File: src/hw/rtl/rvdec_pkg.sv
// rvdec_pkg: types, opcode constants and mnemonic tables for the rv32i decoder
// no dependencies; imported by rv32_instruction_decoder_top
`default_nettype none

package rvdec_pkg;

  // beat payloads
  typedef struct packed {
    logic [31:0] instr_word;
    logic [31:0] fetch_pc;
  } in_beat_t;

  typedef enum logic [5:0] {
    MN_ADD     = 6'd0,
    MN_SLL     = 6'd1,
    MN_SLT     = 6'd2,
    MN_SLTU    = 6'd3,
    MN_XOR     = 6'd4,
    MN_SRL     = 6'd5,
    MN_OR      = 6'd6,
    MN_AND     = 6'd7,
    MN_SUB     = 6'd8,
    MN_SRA     = 6'd9,
    MN_ADDI    = 6'd10,
    MN_SLLI    = 6'd11,
    MN_SLTI    = 6'd12,
    MN_SLTIU   = 6'd13,
    MN_XORI    = 6'd14,
    MN_SRAI    = 6'd15,
    MN_SRLI    = 6'd16,
    MN_ORI     = 6'd17,
    MN_ANDI    = 6'd18,
    MN_LUI     = 6'd19,
    MN_AUIPC   = 6'd20,
    MN_JAL     = 6'd21,
    MN_JALR    = 6'd22,
    MN_BEQ     = 6'd23,
    MN_BNE     = 6'd24,
    MN_BLT     = 6'd25,
    MN_BGE     = 6'd26,
    MN_BLTU    = 6'd27,
    MN_BGEU    = 6'd28,
    MN_LB      = 6'd29,
    MN_LH      = 6'd30,
    MN_LW      = 6'd31,
    MN_LBU     = 6'd32,
    MN_LHU     = 6'd33,
    MN_SB      = 6'd34,
    MN_SH      = 6'd35,
    MN_SW      = 6'd36,
    MN_ECALL   = 6'd37,
    MN_EBREAK  = 6'd38,
    MN_UNKNOWN = 6'd39
  } mnem_e;

  typedef struct packed {
    logic               known;
    mnem_e              mnemonic;
    logic [4:0]         dest_reg;
    logic [4:0]         src1_reg;
    logic [4:0]         src2_reg;
    logic signed [31:0] immediate;
    logic [31:0]        target;
  } out_beat_t;

  // major opcodes
  localparam logic [6:0] OPC_OP     = 7'b0110011;
  localparam logic [6:0] OPC_OP_IMM = 7'b0010011;
  localparam logic [6:0] OPC_LUI    = 7'b0110111;
  localparam logic [6:0] OPC_AUIPC  = 7'b0010111;
  localparam logic [6:0] OPC_JAL    = 7'b1101111;
  localparam logic [6:0] OPC_JALR   = 7'b1100111;
  localparam logic [6:0] OPC_BRANCH = 7'b1100011;
  localparam logic [6:0] OPC_LOAD   = 7'b0000011;
  localparam logic [6:0] OPC_STORE  = 7'b0100011;
  localparam logic [6:0] OPC_SYSTEM = 7'b1110011;

  // funct fields
  localparam logic [6:0] F7_BASE    = 7'h00;
  localparam logic [6:0] F7_ALT     = 7'h20;
  localparam logic [2:0] F3_ADD_SUB = 3'b000;
  localparam logic [2:0] F3_SLL     = 3'b001;
  localparam logic [2:0] F3_SR      = 3'b101;

  // exact system words
  localparam logic [31:0] WORD_ECALL  = 32'h0000_0073;
  localparam logic [31:0] WORD_EBREAK = 32'h0010_0073;

  // mnemonic tables indexed by funct3
  typedef mnem_e mnem_tab_t [8];

  localparam mnem_tab_t OP_BASE_MN = '{MN_ADD, MN_SLL, MN_SLT, MN_SLTU,
                                       MN_XOR, MN_SRL, MN_OR, MN_AND};
  localparam mnem_tab_t OP_IMM_MN  = '{MN_ADDI, MN_SLLI, MN_SLTI, MN_SLTIU,
                                       MN_XORI, MN_SRLI, MN_ORI, MN_ANDI};
  localparam mnem_tab_t BRANCH_MN  = '{MN_BEQ, MN_BNE, MN_UNKNOWN, MN_UNKNOWN,
                                       MN_BLT, MN_BGE, MN_BLTU, MN_BGEU};
  localparam mnem_tab_t LOAD_MN    = '{MN_LB, MN_LH, MN_LW, MN_UNKNOWN,
                                       MN_LBU, MN_LHU, MN_UNKNOWN, MN_UNKNOWN};
  localparam mnem_tab_t STORE_MN   = '{MN_SB, MN_SH, MN_SW, MN_UNKNOWN,
                                       MN_UNKNOWN, MN_UNKNOWN, MN_UNKNOWN,
                                       MN_UNKNOWN};

endpackage

`default_nettype wire

File: src/hw/rtl/rv32_instruction_decoder_top.sv
// rv32_instruction_decoder_top: rv32i base set decoder, input register,
// decode logic and result register; depends on rvdec_pkg
//
// Usage:
//   Input channel in_valid_i / in_ready_o carries one beat per instruction:
//   the raw word and the pc it was fetched from. Output channel
//   out_valid_o / out_ready_i carries one result beat per input beat, in
//   order: known flag, mnemonic code, rd, rs1, rs2, immediate and, for jal
//   and branches, the pc-relative target.
//   A beat taken is registered in the input register, decoded there by the
//   combinational decode logic and held in the result register, which
//   drives out_valid_o. Throughput is one beat per cycle while the receiver
//   keeps out_ready_i high; the single decode stage has one 32-bit target adder.
//   When the receiver stalls, the result register holds its beat and the
//   input register fills; in_ready_o falls only once both are occupied.
//   Reset clears both valid flags; nothing else needs clearing.
//   Unrecognised words give known 0, mnemonic unknown and all other
//   fields zero.
`default_nettype none

module rv32_instruction_decoder_top
  import rvdec_pkg::*;
(
  input  wire logic      clk_i,
  input  wire logic      rst_ni,
  input  wire logic      in_valid_i,
  output logic           in_ready_o,
  input  wire in_beat_t  in_beat_i,
  output logic           out_valid_o,
  input  wire logic      out_ready_i,
  output out_beat_t      out_beat_o
);

  logic      s1_valid_q;
  in_beat_t  s1_beat_q;
  logic      out_valid_q;
  out_beat_t out_beat_q;
  out_beat_t dec_beat;
  logic      s2_ready;

  // handshake: each stage loads when empty or when its beat moves on
  assign s2_ready   = !out_valid_q || out_ready_i;
  assign in_ready_o = !s1_valid_q || s2_ready;

  // input register
  always_ff @(posedge clk_i or negedge rst_ni) begin
    if (!rst_ni) begin
      s1_valid_q <= 1'b0;
    end else if (in_ready_o) begin
      s1_valid_q <= in_valid_i;
    end
  end

  always_ff @(posedge clk_i) begin
    if (in_valid_i && in_ready_o) begin
      s1_beat_q <= in_beat_i;
    end
  end

  // decode logic
  always_comb begin
    logic [31:0] w;
    logic [6:0]  opc;
    logic [2:0]  f3;
    logic [6:0]  f7;
    logic [31:0] i_imm;
    logic [31:0] s_imm;
    logic [31:0] b_imm;
    logic [31:0] j_imm;
    logic [31:0] u_imm;
    logic [31:0] imm;
    logic [4:0]  rd;
    logic [4:0]  rs1;
    logic [4:0]  rs2;
    logic        use_tgt;
    mnem_e       mn;

    w     = s1_beat_q.instr_word;
    opc   = w[6:0];
    f3    = w[14:12];
    f7    = w[31:25];
    i_imm = {{20{w[31]}}, w[31:20]};
    s_imm = {{20{w[31]}}, w[31:25], w[11:7]};
    b_imm = {{19{w[31]}}, w[31], w[7], w[30:25], w[11:8], 1'b0};
    j_imm = {{11{w[31]}}, w[31], w[19:12], w[20], w[30:21], 1'b0};
    u_imm = {12'd0, w[31:12]};

    mn      = MN_UNKNOWN;
    imm     = '0;
    rd      = '0;
    rs1     = '0;
    rs2     = '0;
    use_tgt = 1'b0;

    case (opc)
      OPC_OP: begin
        if (f7 == F7_BASE) begin
          mn = OP_BASE_MN[f3];
        end else if (f7 == F7_ALT && f3 == F3_ADD_SUB) begin
          mn = MN_SUB;
        end else if (f7 == F7_ALT && f3 == F3_SR) begin
          mn = MN_SRA;
        end
        rd  = w[11:7];
        rs1 = w[19:15];
        rs2 = w[24:20];
      end
      OPC_OP_IMM: begin
        mn = OP_IMM_MN[f3];
        if (f3 == F3_SR && w[30]) begin
          mn = MN_SRAI;
        end
        // shifts carry shamt, the rest the I immediate
        if (f3 inside {F3_SLL, F3_SR}) begin
          imm = {27'd0, w[24:20]};
        end else begin
          imm = i_imm;
        end
        rd  = w[11:7];
        rs1 = w[19:15];
      end
      OPC_LUI: begin
        mn  = MN_LUI;
        imm = u_imm;
        rd  = w[11:7];
      end
      OPC_AUIPC: begin
        mn  = MN_AUIPC;
        imm = u_imm;
        rd  = w[11:7];
      end
      OPC_JAL: begin
        mn      = MN_JAL;
        imm     = j_imm;
        use_tgt = 1'b1;
        rd      = w[11:7];
      end
      OPC_JALR: begin
        mn  = MN_JALR;
        imm = i_imm;
        rd  = w[11:7];
        rs1 = w[19:15];
      end
      OPC_BRANCH: begin
        mn      = BRANCH_MN[f3];
        imm     = b_imm;
        use_tgt = 1'b1;
        rs1     = w[19:15];
        rs2     = w[24:20];
      end
      OPC_LOAD: begin
        mn  = LOAD_MN[f3];
        imm = i_imm;
        rd  = w[11:7];
        rs1 = w[19:15];
      end
      OPC_STORE: begin
        mn  = STORE_MN[f3];
        imm = s_imm;
        rs1 = w[19:15];
        rs2 = w[24:20];
      end
      OPC_SYSTEM: begin
        if (w == WORD_ECALL) begin
          mn = MN_ECALL;
        end else if (w == WORD_EBREAK) begin
          mn = MN_EBREAK;
        end
      end
      default: begin
        mn = MN_UNKNOWN;
      end
    endcase

    // unknown words leave every field at zero
    if (mn == MN_UNKNOWN) begin
      imm     = '0;
      rd      = '0;
      rs1     = '0;
      rs2     = '0;
      use_tgt = 1'b0;
    end

    dec_beat.known     = (mn != MN_UNKNOWN);
    dec_beat.mnemonic  = mn;
    dec_beat.dest_reg  = rd;
    dec_beat.src1_reg  = rs1;
    dec_beat.src2_reg  = rs2;
    dec_beat.immediate = $signed(imm);
    dec_beat.target    = use_tgt ? (s1_beat_q.fetch_pc + imm) : '0;
  end

  // result register
  always_ff @(posedge clk_i or negedge rst_ni) begin
    if (!rst_ni) begin
      out_valid_q <= 1'b0;
    end else if (s2_ready) begin
      out_valid_q <= s1_valid_q;
    end
  end

  always_ff @(posedge clk_i) begin
    if (s1_valid_q && s2_ready) begin
      out_beat_q <= dec_beat;
    end
  end

  assign out_valid_o = out_valid_q;
  assign out_beat_o  = out_beat_q;

  // checks
  a_known_flag: assert property (@(posedge clk_i) disable iff (!rst_ni)
    out_valid_o |-> (out_beat_o.known == (out_beat_o.mnemonic != MN_UNKNOWN)))
    else $error("known flag disagrees with mnemonic");

  a_unknown_zero: assert property (@(posedge clk_i) disable iff (!rst_ni)
    (out_valid_o && !out_beat_o.known) |->
      (out_beat_o.immediate == 32'sd0 && out_beat_o.target == 32'd0 &&
       out_beat_o.dest_reg == 5'd0 && out_beat_o.src1_reg == 5'd0 &&
       out_beat_o.src2_reg == 5'd0))
    else $error("unknown word with non-zero fields");

  a_target_only_jumps: assert property (@(posedge clk_i) disable iff (!rst_ni)
    (out_valid_o && out_beat_o.target != 32'd0) |->
      (out_beat_o.mnemonic == MN_JAL || out_beat_o.mnemonic == MN_BEQ ||
       out_beat_o.mnemonic == MN_BNE || out_beat_o.mnemonic == MN_BLT ||
       out_beat_o.mnemonic == MN_BGE || out_beat_o.mnemonic == MN_BLTU ||
       out_beat_o.mnemonic == MN_BGEU))
    else $error("target set for a non pc-relative instruction");

  a_s1_holds: assert property (@(posedge clk_i) disable iff (!rst_ni)
    (s1_valid_q && !s2_ready) |=> (s1_valid_q && $stable(s1_beat_q)))
    else $error("input register lost its beat under stall");

endmodule

`default_nettype wire

File: config.mk
export PLATFORM = sky130hd
export DESIGN_NAME = rv32_instruction_decoder_top
export DESIGN_NICKNAME = d
export VERILOG_FILES = /design/src/hw/rtl/rvdec_pkg.sv /design/src/hw/rtl/rv32_instruction_decoder_top.sv
export SDC_FILE = /design/constraint.sdc
export NUM_CORES = 1
export LEC_CHECK = 0
export BUFFER_PORTS_ARGS = -buffer_cell sky130_fd_sc_hd__buf_2
export CORE_ASPECT_RATIO = 1.1
export CORE_MARGIN = 2
export CORE_UTILIZATION = 59
export CTS_CLUSTER_SIZE = 40
export DETAILED_ROUTE_END_ITERATION = 12
export MAX_ROUTING_LAYER = met4
export PLACE_DENSITY_LB_ADDON = 0.3
export SYNTH_ARGS = -nofsm -noshare
export SYNTH_HDL_FRONTEND = slang
export SYNTH_SLANG_ARGS = --single-unit
File: constraint.sdc
create_clock -name clk_i -period 15.7 [get_ports clk_i]
set_input_delay 2.355 -clock clk_i [delete_from_list [all_inputs] [get_ports clk_i]]
set_output_delay 2.355 -clock clk_i [all_outputs]
set_load 0.05 [all_outputs]
Word-level counts from Yosys, hierarchy flattened

Memory sizes are Yosys's and may differ from the RTL's.
Cells that the tools add are included.

Add/sub/neg operators: 1
$lt $le $gt $ge: 1
Equality and inequality tests: 17
Multiplexer cells: 22
Bitwise operators: 4
Reductions and logical operators: 21

Operator list:

| cell                                                      | number |
|---|---|
| one-hot mux 32 bit (6 select lines)                       | 1 |
| two-way mux 6 bit                                         | 14 |
| two-way mux 32 bit                                        | 2 |
| one-hot mux 6 bit (10 select lines)                       | 1 |
| adder 32 bit                                              | 1 |
| == test 32 x 21 -> 1 bit (second input constant)          | 1 |
| == test 32 x 7 -> 1 bit (second input constant)           | 1 |
| == test 7 x 6 -> 1 bit (second input constant)            | 4 |
| == test 7 bit (second input constant)                     | 4 |
| == test 7 x 5 -> 1 bit (second input constant)            | 2 |
| OR reduction 2 bit                                        | 6 |
| == test 7 x 2 -> 1 bit (second input constant)            | 1 |
| zero test 7 bit                                           | 1 |
| OR reduction 7 bit                                        | 1 |
| == test 6 bit (second input constant)                     | 1 |
| inequality test 6 bit (second input constant)             | 1 |
| OR reduction 6 bit                                        | 1 |
| logical AND 1 bit                                         | 5 |
| greater-or-equal comparator 4 bit (second input constant) | 1 |
| inverter 3 -> 4 bit                                       | 1 |
| == test 3 x 1 -> 1 bit (second input constant)            | 1 |
| == test 3 bit (second input constant)                     | 1 |
| zero test 3 bit                                           | 1 |
| two-way mux 1 bit                                         | 3 |
| 6 further kinds                                           | 10 |

Register bits: 152
Memory bits (read-only): 240
Input bits: 68
Output and inout bits: 88
Logic and storage cells: 82
Memories: 5

Memories:

| memory           | words | width | read ports | clocked after Yosys merged registers in | wr ports | RTL line                            | RTL |
|---|---|---|---|---|---|---|---|
| (name not given) | 8     | 6     | 1          | 0                                       | 0        | rv32_instruction_decoder_top.sv:158 | `mn = STORE_MN[f3];` |
| (name not given) | 8     | 6     | 1          | 0                                       | 0        | rv32_instruction_decoder_top.sv:152 | `mn = LOAD_MN[f3];` |
| (name not given) | 8     | 6     | 1          | 0                                       | 0        | rv32_instruction_decoder_top.sv:145 | `mn = BRANCH_MN[f3];` |
| (name not given) | 8     | 6     | 1          | 0                                       | 0        | rv32_instruction_decoder_top.sv:109 | `mn = OP_IMM_MN[f3];` |
| (name not given) | 8     | 6     | 1          | 0                                       | 0        | rv32_instruction_decoder_top.sv:98  | `mn = OP_BASE_MN[f3];` |

Logic depth before layout (Yosys ltp)

Gate-level depths: netlist of the first run.

Depth in word-level cells: 9
Depth in mapped cells: 24
Depth with buffers taken out: 22

Least setup slack after synthesis of the first run

Ideal clock, no wire load.

Path type: input-to-output
Start: in out_ready_i
End: out in_ready_o
Arrival time: 2.838 ns
Data required time: 13.345 ns
Slack: 10.507 ns
Stages on the path: 1
Buffers on the path: 0
Cells stage by stage: nand3b_1

Longest elaborated chain between the ends: 2

RTL lines:

| item             | RTL line                           | RTL |
|---|---|---|
| from (decl)      | rv32_instruction_decoder_top.sv:30 | `input wire logic out_ready_i,` |
| logical OR 1 bit | rv32_instruction_decoder_top.sv:42 | `assign s2_ready = !out_valid_q \|\| out_ready_i;` |
| logical OR 1 bit | rv32_instruction_decoder_top.sv:43 | `assign in_ready_o = !s1_valid_q \|\| s2_ready;` |
| to (decl)        | rv32_instruction_decoder_top.sv:27 | `output logic in_ready_o,` |

Every way passes these cells.

==> flow_summary.ini, run 1 <==
[floorplanning]
io_pins = 156
design.die.area_mm2 = 0.0134
die_x_um = 110
start_util = 0.609
num_rows = 42
core_mm2 = 0.0121
fp.dieH_um = 121

[drt]
drc_errors = 0
drtIter0Drc = 596
vias = 5786
wire_per_inst_um = 19.8
vias_per_cell = 6.18
first_pass_iters = 6
ant_nets = 0
wl_um = 18600

[global_routing]
grt_pass1_wl_um = 29200
grt_start_max_net_pins = 76
grt_pass1_vias = 5556
grt_overflow = 0
antenna_found_initial = 0
grtUsageTotal = 0.289

[synthesis]
yosysWarningCount = 0
ys_top_cells_by_area = edfxtp_1 (57%), ha_1 (6.5%), nor2_1 (3.6%), a21oi_1 (3.0%), o21ai_0 (1.9%)
syn_area_mm2 = 0.00736
ys_seq_area_frac = 0.574
yosysTopAreaCell = edfxtp_1
synth_cell_types = 70
syn_area_per_cell_um2 = 11.7
syn_inst = 629
synth-edff-count = 139
async_flop_share = 0.0142
synth_ff_type = edfxtp_1
synth_top_area_frac = 0.567
ys_ff_latch = 141
synthesis.nets = 736

[place]
gp_congestion = 0.958
dpl.cell_count = 905
dp.final_hpwl_um = 12900
port_buffers = 155
dpl-instance-area_mm2 = 0.00815

[clocking]
clkSinkCount = 141
worstSkewPairLatency_ns = 0.43
post_cts_buffers = 0
cts_max_path_buffers = 2
numCtsBuffers = 17
clk_pin_slew_ns = 0.06
cts_resized = 0
cts_hold_buf = 0
clock-root-buffer = clkbuf_16
cts_tree = yes
htreeDepth = 4

[final_layout]
multiInputGateArea_mm2 = 0.00285
stdcell_count = 936
n_antenna_cell = 0
fin_nets = 878
final_area_mm2 = 0.00867
syn_to_final_growth_pct = 17.8
register_area_mm2 = 0.00422
drive_gt1_frac = 0.251
fillers = 841

[worst_setup_path]
worstPathArrival_ns = 6.31
cp_slowest_stage_delay_ns = 0.57
critPathTopFamily = compound AO/OA/AOI/OAI gates
cp_slowest_cell = or4_4
start_kind = flop
worstPathCellList = inv_1 > ha_1 > mux2i_1 > a2111oi_4 > a21oi_1 > or4_4 > o2111ai_2 > or2_1 > o31ai_2 > buf_4 > a21oi_1 > ha_1 > a21oi_1 > o21ai_0 > nand3_1 > a21oi_1 > o41a_1 > a31oi_1 > o31a_1 > xnor2_1 > nor2_1
worstSetupEndpointType = flop
cpMostUsedCell = a21oi_1
crit_required_ns = 15.85
worst-path-buf-inv = 2
worstSetupPathType = reg -> reg
cp_max_fo = 16

[power_and_ir_drop]
ir_drop_uv = 81.5
powerDensity_mw_per_mm2 = 108
leakage_nw = 3.56
p_switching_mw = 0.256
power_frac_seq = 0.487
swShare = 0.272
power.internal_mw = 0.685
pwr-share-comb = 0.130
power_frac_clock = 0.383

[timing]
fmax_mhz = 162
skew_ns = 0.00634
fin_crit_ns = 6.16
rsz0062_at_grt = false
finalHoldViolCount = 0
finalSetupViolCount = 0
fin_tns_setup_ns = 0
worst_pin_slew_ns = 1.12
relSlewSlack = 0.253
period_share = 0.393
drv_slew = 0

[min_path]
min_path_type = reg -> reg

[outcome]
status = finished clean

[run]
cap_violations = 0
==> cell families (layout without fill, tap and decap cells) <==
family | count (synthesis) | count (layout) | synth area share
buffers and inverters | 62 | 215 | 0.0398
xor gates and xnor gates | 24 | 24 | 0.0286
and+or+nand+nor | 191 | 191 | 0.127
muxes | 3 | 3 | 0.00408
adders and majority gates | 39 | 39 | 0.0673
AOI/OAI and AO/OA | 169 | 169 | 0.159
DFF | 141 | 141 | 0.574
==> cell usage after synthesis (6+ instances only) <==
| cell type | count |
|---|---|
| edfxtp_1 | 139 |
| nor2_1 | 71 |
| a21oi_1 | 44 |
| ha_1 | 38 |
| nand2_1 | 31 |
| o21ai_0 | 28 |
| inv_1 | 27 |
| clkbuf_1 | 17 |
| nor3_1 | 16 |
| xnor2_1 | 15 |
| a22oi_1 | 14 |
| nand2b_1 | 13 |
| nand3_1 | 13 |
| a21o_1 | 11 |
| buf_4 | 11 |
| xor2_1 | 9 |
| and2_1 | 8 |
| nor2b_1 | 8 |
| o211ai_1 | 8 |
| o21a_1 | 8 |
| a211o_1 | 6 |
==> layout by cell type (no fill, tap or decap), types with 4 or more instances in the layout <==
master     instances
inv_1             27
buf_2            155
o21ai_0           28
nand2b_1          13
a211oi_1           5
nand3_1           13
nand2_1           31
a211o_1            6
a21o_1            11
a21oi_1           44
clkbuf_16         17
o211ai_1           8
nor2_1            71
nor3_1            16
xor2_1             9
a22oi_1           14
o21a_1             8
nor4_1             4
edfxtp_1         139
clkinv_1           4
nor2b_1            8
xnor2_1           15
and2_1             6
a31oi_1            5
nand4_1            5
a222oi_1           4
ha_1              38
clkinv_2           5
a21boi_0           4
==> stage by stage <==
stage / worst slack [ns] / power [mW] / hold WS (ns) / util
floorplan: 10.51 / 0.553 / 0.449 / -
global placement: 9.70 / 0.585 / 0.472 / 0.675
detailed placement: 9.54 / 0.587 / 0.478 / 0.675
CTS: 9.51 / 0.940 / 0.501 / 0.717
global route: 9.21 / 0.968 / 0.516 / 0.717
finish: 9.54 / 0.941 / 0.499 / 0.717
==> power by group through the flow <==
stage               Sequential, mW  Combinational, mW  Clock (mW)
global placement             0.465              0.120           0
global route                 0.461              0.130       0.377
finish                       0.458              0.122       0.360
floorplan                    0.500             0.0532           0
CTS                          0.458              0.122       0.360
detailed placement           0.465              0.122           0
==> state kept, by name, indices dropped and copies added, names as in the netlist <==
name,count
out_beat_o,75
s1_beat_q,64
out_valid_o,1
s1_valid_q,1
==> area by class of cell <==
type,instances,share of cell area
clock inverter,11,0.00909
inverter,28,0.0121
tap,154,0.0222
multi-input combinational,426,0.328
timing repair buffer,157,0.0912
clock buffer,19,0.0499
sequential,141,0.487
==> layer usage <==
metal / global-route usage / share of wire
met3: 0.0659 / 0.076
met5: - / 0
met1: 0.365 / 0.41
met2: 0.460 / 0.49
met4: 0.117 / 0.027
==> worst paths after layout <==
check | slack [ns] | to | from | depth (start not counted)
max in group asynchronous | 13.91 | out_valid_o | rst_ni | 1
setup / recovery | 9.54 | out_beat_o[31] | s1_beat_q[45] | 21
hold reg to reg | 0.50 | out_valid_o | s1_valid_q | 1
min in group asynchronous | 1.70 | s1_valid_q | rst_ni | 1
setup reg to reg | 9.54 | out_beat_o[31] | s1_beat_q[45] | 21
hold / removal | 0.50 | out_valid_o | s1_valid_q | 1
(Power assumes the default switching activity.)
==> run 2: changes to the inputs <==
- ABC_AREA: default -> 1
- CORE_UTILIZATION: 59 -> 50
- clock period: 15.7 -> 5.6 ns (I/O delays scaled with it)
==> run 2 against run 1 <==
Compared with the run above:
- synthesized cell count increased by 28%
- worst setup slack lost 9.1 ns
- synthesized area up 4.6%
- clock-buffer cell count stayed put
- critical path depth up 2
- fmax rose by 20%
- utilization down 11 points
- die area grew 23%
- worst hold slack got worse by 0.31 ns
- final cell count increased by 26%
- first-iteration DRC count grew 10%
- register-to-register slack got worse by 9.1 ns
==> flow_summary.ini, run 2 <==
[final_layout]
syn_to_final_growth_pct = 19.8
fin_nets = 1074
layout_commonest_cell = nand2_1
final_cell_mix = nand2_1 (157), buf_2 (155), edfxtp_1 (139), nor2_1 (125), inv_1 (97)
drive_gt1_frac = 0.220
largest_reg_flops = 75
n_antenna_cell = 0
stdcell_count = 1175

[synthesis]
synth_top_area_frac = 0.542
syn_inst = 808
syn_area_per_cell_um2 = 9.53
synth_ff_type = edfxtp_1
synth_cell_types = 44
yosysWarningCount = 0
ys_ff_latch = 141
synth-edff-count = 139
synthTopCellsByCount = nand2_1 (157), edfxtp_1 (139), nor2_1 (125)
syn_area_mm2 = 0.00770
ys_top_cells_by_area = edfxtp_1 (54%), nand2_1 (7.7%), ha_1 (6.2%), nor2_1 (6.1%), inv_1 (4.8%)
async_flop_share = 0.0142
synth_most_common_cell = nand2_1
synthesis.nets = 915
ys_seq_area_frac = 0.549
yosysTopAreaCell = edfxtp_1

[global_routing]
grt_pass1_wl_um = 31500
grt_pass1_vias = 6036
antenna_found_initial = 0
grtUsageTotal = 0.266
grt_overflow = 0
grt_start_max_net_pins = 76

[timing]
relSlewSlack = 0.333
rsz0062_at_grt = false
worst_pin_slew_ns = 1.00
skew_ns = 0.00612
finalHoldViolCount = 0
fin_crit_ns = 5.12
period_share = 0.914
fmax_mhz = 195
fin_tns_setup_ns = 0
finalSetupViolCount = 0
drv_slew = 0

[clocking]
worstSkewPairLatency_ns = 0.43
cts_hold_buf = 0
cts_resized = 0
clk_pin_slew_ns = 0.06
clkSinkCount = 141
cts_tree = yes
numCtsBuffers = 17
clock-root-buffer = clkbuf_16
post_cts_buffers = 0
cts_max_path_buffers = 2
htreeDepth = 4

[power_and_ir_drop]
power.internal_mw = 2.11
power_frac_seq = 0.442
p_switching_mw = 0.863
power_frac_clock = 0.393
leakage_nw = 4.15
swShare = 0.290
powerDensity_mw_per_mm2 = 322
ir_drop_uv = 226
pwr-share-comb = 0.165

[drt]
ant_nets = 0
vias = 6447
first_pass_iters = 5
vias_per_cell = 5.49
drc_errors = 0
wire_per_inst_um = 17.4
wl_um = 20500
drtIter0Drc = 657

[worst_setup_path]
start_kind = flop
worstPathArrival_ns = 5.40
worstSetupPathType = reg -> reg
worstPathCellList = inv_1 > ha_1 > inv_1 > nand2_1 > nand3_1 > nand2_1 > nand3_1 > nor2_1 > nand2_1 > nor2_1 > nor2_2 > nand3_4 > clkinv_1 > a21oi_1 > ha_1 > inv_1 > fa_1 > o21ai_0 > nand3_1 > nand3_1 > xor2_1 > inv_1 > nor2_1
r2r_cells = 23
cp_max_fo = 10
critPathLaunch = s1_beat_q[44]
r2r_setup_slack_ns = 0.48
cp_slowest_cell = edfxtp_1
worstSetupEndpointType = flop
r2r-start = s1_beat_q[44]
cp_slowest_stage_delay_ns = 0.58
crit_required_ns = 5.88
r2r-end = out_beat_o[20]
crit_end = out_beat_o[20]

[place]
gp_congestion = 0.957
dpl.cell_count = 1144
dp.final_hpwl_um = 15400
port_buffers = 155

[floorplanning]
num_rows = 47
fp.dieH_um = 134
start_util = 0.511
die_x_um = 122
core_mm2 = 0.0151
io_pins = 156
design.die.area_mm2 = 0.0164

[run]
cap_violations = 0

[min_path]
min_path_type = in -> async

[outcome]
status = finished clean
-- run 2: worst min-delay path by stage --
| stage | cells past startpoint | slack, ns | start | endpoint |
|---|---|---|---|---|
| finish | 1 | 0.18 | rst_ni | s1_valid_q |
| global route | 1 | 0.18 | rst_ni | out_valid_o |
| CTS | 1 | 0.18 | rst_ni | s1_valid_q |
| detailed placement | 2 | 0.50 | s1_valid_q | out_valid_o |
| global placement | 2 | 0.50 | s1_valid_q | out_valid_o |
| floorplan | 2 | 0.45 | s1_valid_q | out_valid_o |
-- run 2: worst max-delay path: cells and delay by family (launching register included) --
kind	cells	cell delay (ns)
AOI/OAI and AO/OA	2	0.82
xor gates and xnor gates	1	0.38
adders and majority gates	3	1.12
buffers and inverters	5	0.68
DFF	1	0.58
and+or+nand+nor	12	1.39
-- run 2: metal layers --
metal / track usage / part of all wire / up-vias
met2: 0.406 / 0.48 / 293
met3: 0.0383 / 0.069 / 39
met1: 0.364 / 0.43 / 3021
met4: 0.0932 / 0.021 / 0
met5: - / 0 / -
li1: - / - / 3094
-- run 2: cells by family after synthesis --
kind of cell | share of synthesized area
AOI/OAI and AO/OA | 0.112
xor gates and xnor gates | 0.0125
adders and majority gates | 0.0644
buffers and inverters | 0.0675
DFF | 0.549
and+or+nand+nor | 0.195
-- run 2: area by class of cell --
type	count	area [um^2]
flip-flops and latches	141	4220
fillers	1375	5840
clock buffers	19	433
clock inverters	12	171
repair buffers	158	798
multi-input cells	548	2970
inverters	101	382
well taps	196	245
-- run 2: metrics by stage --
step	power (mW)	setup WS (ns)	area [um^2]	hold slack [ns]	util
2_1_floorplan	1.70	0.552	7700	0.447	-
3_3_place_gp	1.82	0.752	8610	0.499	0.572
3_5_place_dp	1.82	0.680	8610	0.502	0.572
4_1_cts	2.98	0.569	9220	0.175	0.612
5_1_grt	3.07	0.228	9220	0.176	0.612
6_report	2.97	0.479	9220	0.185	0.612
-- run 2: power by group through the flow --
| stage | logic [mW] | registers (mW) | clock network [mW] |
|---|---|---|---|
| global placement | 0.489 | 1.33 | 0 |
| finish | 0.491 | 1.31 | 1.17 |
| detailed placement | 0.491 | 1.33 | 0 |
| global route | 0.523 | 1.32 | 1.22 |
| floorplan | 0.194 | 1.50 | 0 |
| CTS | 0.493 | 1.31 | 1.18 |
==> run 3: changes to the inputs <==
- ABC_AREA: 1 -> 0
==> run 3 against run 2 <==
Compared with the run above:
- critical path depth fell by 5
- clock skew rose by 0.0062 ns
- via count fell by 11%
- die area fell by 4.2%
- highest routed layer unchanged
- largest power group unchanged
- critical path type unchanged
- combinational power fell by 26%
- flip-flop and latch count did not move
- cell area fell by 3.1%
- clock power fell by 13%
==> flow_summary.ini, run 3 (same netlist as run 1, synthesis figures left out) <==
[power_and_ir_drop]
power_frac_clock = 0.383
power.internal_mw = 1.93
pwr-share-comb = 0.137
powerDensity_mw_per_mm2 = 298
p_switching_mw = 0.725
leakage_nw = 3.66
ir_drop_uv = 196
power_frac_seq = 0.480
swShare = 0.273

[worst_setup_path]
r2r-end = out_beat_o[26]
critPathTopFamily = compound AO/OA/AOI/OAI gates
worstSetupEndpointType = flop
worstPathCellList = or4_4 > a2111oi_4 > a21oi_1 > or4_4 > o2111ai_2 > or2_1 > o31ai_2 > nor2_1 > ha_1 > nor2b_2 > o31a_1 > o211ai_1 > a311oi_1 > nand2b_1 > o211ai_1 > buf_4 > nand4_1 > a21oi_1
crit_required_ns = 5.84
worst-path-buf-inv = 1
cp_max_fo = 6
worstSetupPathType = reg -> reg
cp_slowest_stage_delay_ns = 0.58
cp_slowest_cell = or4_4
r2r_cells = 18
worstPathArrival_ns = 5.60
r2r-start = s1_beat_q[58]
r2r_setup_slack_ns = 0.24
start_kind = flop

[global_routing]
grt_pass1_vias = 5849
grt_overflow = 0
antenna_found_initial = 0
grtUsageTotal = 0.260
grt_start_max_net_pins = 76
grt_pass1_wl_um = 30500

[timing]
drv_slew = 0
finalHoldViolCount = 0
finalSetupViolCount = 0
period_share = 0.956
hold_slack_ns = 0.193
worst_pin_slew_ns = 1.02
skew_ns = 0.0123
relSlewSlack = 0.321
fin_crit_ns = 5.36
fmax_mhz = 187

[run]
cap_violations = 0

[floorplanning]
fp.dieH_um = 131
design.die.area_mm2 = 0.0157
die_x_um = 120
core_mm2 = 0.0144
io_pins = 156
start_util = 0.512
num_rows = 46

[place]
gp_congestion = 0.916
dp.final_hpwl_um = 14200
port_buffers = 155

[clocking]
clock-root-buffer = clkbuf_16
worstSkewPairLatency_ns = 0.43
cts_hold_buf = 0
cts_tree = yes
clkSinkCount = 141
numCtsBuffers = 17
htreeDepth = 4
clk_pin_slew_ns = 0.06
cts_max_path_buffers = 2

[final_layout]
largest_reg_flops = 75
final_cell_mix = buf_2 (155), edfxtp_1 (139), nor2_1 (71), a21oi_1 (41), ha_1 (36)
layout_commonest_cell = buf_2
n_antenna_cell = 0
final_util = 0.621
fin_nets = 900
drive_gt1_frac = 0.286
syn_to_final_growth_pct = 21.3

[drt]
drtIter0Drc = 483
wl_um = 19200
vias_per_cell = 5.74
ant_nets = 0
first_pass_iters = 5
vias = 5721
drc_errors = 0
wire_per_inst_um = 19.2

[outcome]
status = finished clean

[min_path]
min_path_type = in -> async
run 3: layout make-up:
cell class	instances	area (um^2)
clock inverter	13	103
multi-input combinational	426	2880
timing repair buffer	179	956
fill	1198	5460
tap	192	240
inverter	28	105
sequential	141	4220
clock buffer	17	425
run 3: what timing repair did:
action | CTS | global route
gates resized for setup | 0 | 12
setup buffers | 0 | 3
setup endpoints to repair | 0 | 13
run 3: power by group through the flow:
stage	clock, mW	sequential [mW]	combinational, mW
after global routing	1.08	1.28	0.388
after global placement	0	1.30	0.359
after CTS	1.04	1.28	0.363
final	1.02	1.28	0.364
after floorplan	0	1.40	0.149
after detailed placement	0	1.30	0.362
run 3: per-layer routing:
layer  up-vias  GRT usage  routed length (um)
met3        50     0.0469                1010
met1      2735      0.323                8120
met4         0      0.107                 568
li1       2703          -                   -
met5         -          -                   0
met2       233      0.420                9470
run 3: worst register-to-register path, cell delays in order (launching register included):
cell	delay, ns
edfxtp_1	0.43
or4_4	0.58
a2111oi_4	0.41
a21oi_1	0.11
or4_4	0.56
o2111ai_2	0.11
or2_1	0.17
o31ai_2	0.13
nor2_1	0.23
ha_1	0.31
nor2b_2	0.19
o31a_1	0.27
o211ai_1	0.36
a311oi_1	0.16
nand2b_1	0.24
o211ai_1	0.39
buf_4	0.18
nand4_1	0.10
a21oi_1	0.23
run 3: per-stage QoR:
step	setup WS (ns)	power (mW)	instances	TNS, ns	area [um^2]
3_3_place_gp	0.235	1.66	963	0	8350
3_5_place_dp	0.0489	1.66	963	0	8350
4_1_cts	0.00969	2.68	993	0	8880
2_1_floorplan	0.572	1.55	629	0	7360
5_1_grt	-0.00734	2.75	996	-0.00734	8930
6_report	0.244	2.66	996	0	8930
run 3: worst max path at each step:
stage                        from              to  slack [ns]  cells after the start
finish              s1_beat_q[58]  out_beat_o[26]        0.24                     18
floorplan           s1_beat_q[45]  out_beat_o[28]        0.57                     24
detailed placement  s1_beat_q[44]  out_beat_o[31]        0.05                     21
global placement    s1_beat_q[44]  out_beat_o[31]        0.23                     21
global route        s1_beat_q[44]  out_beat_o[31]      -0.007                     21
CTS                 s1_beat_q[44]  out_beat_o[31]        0.01                     21
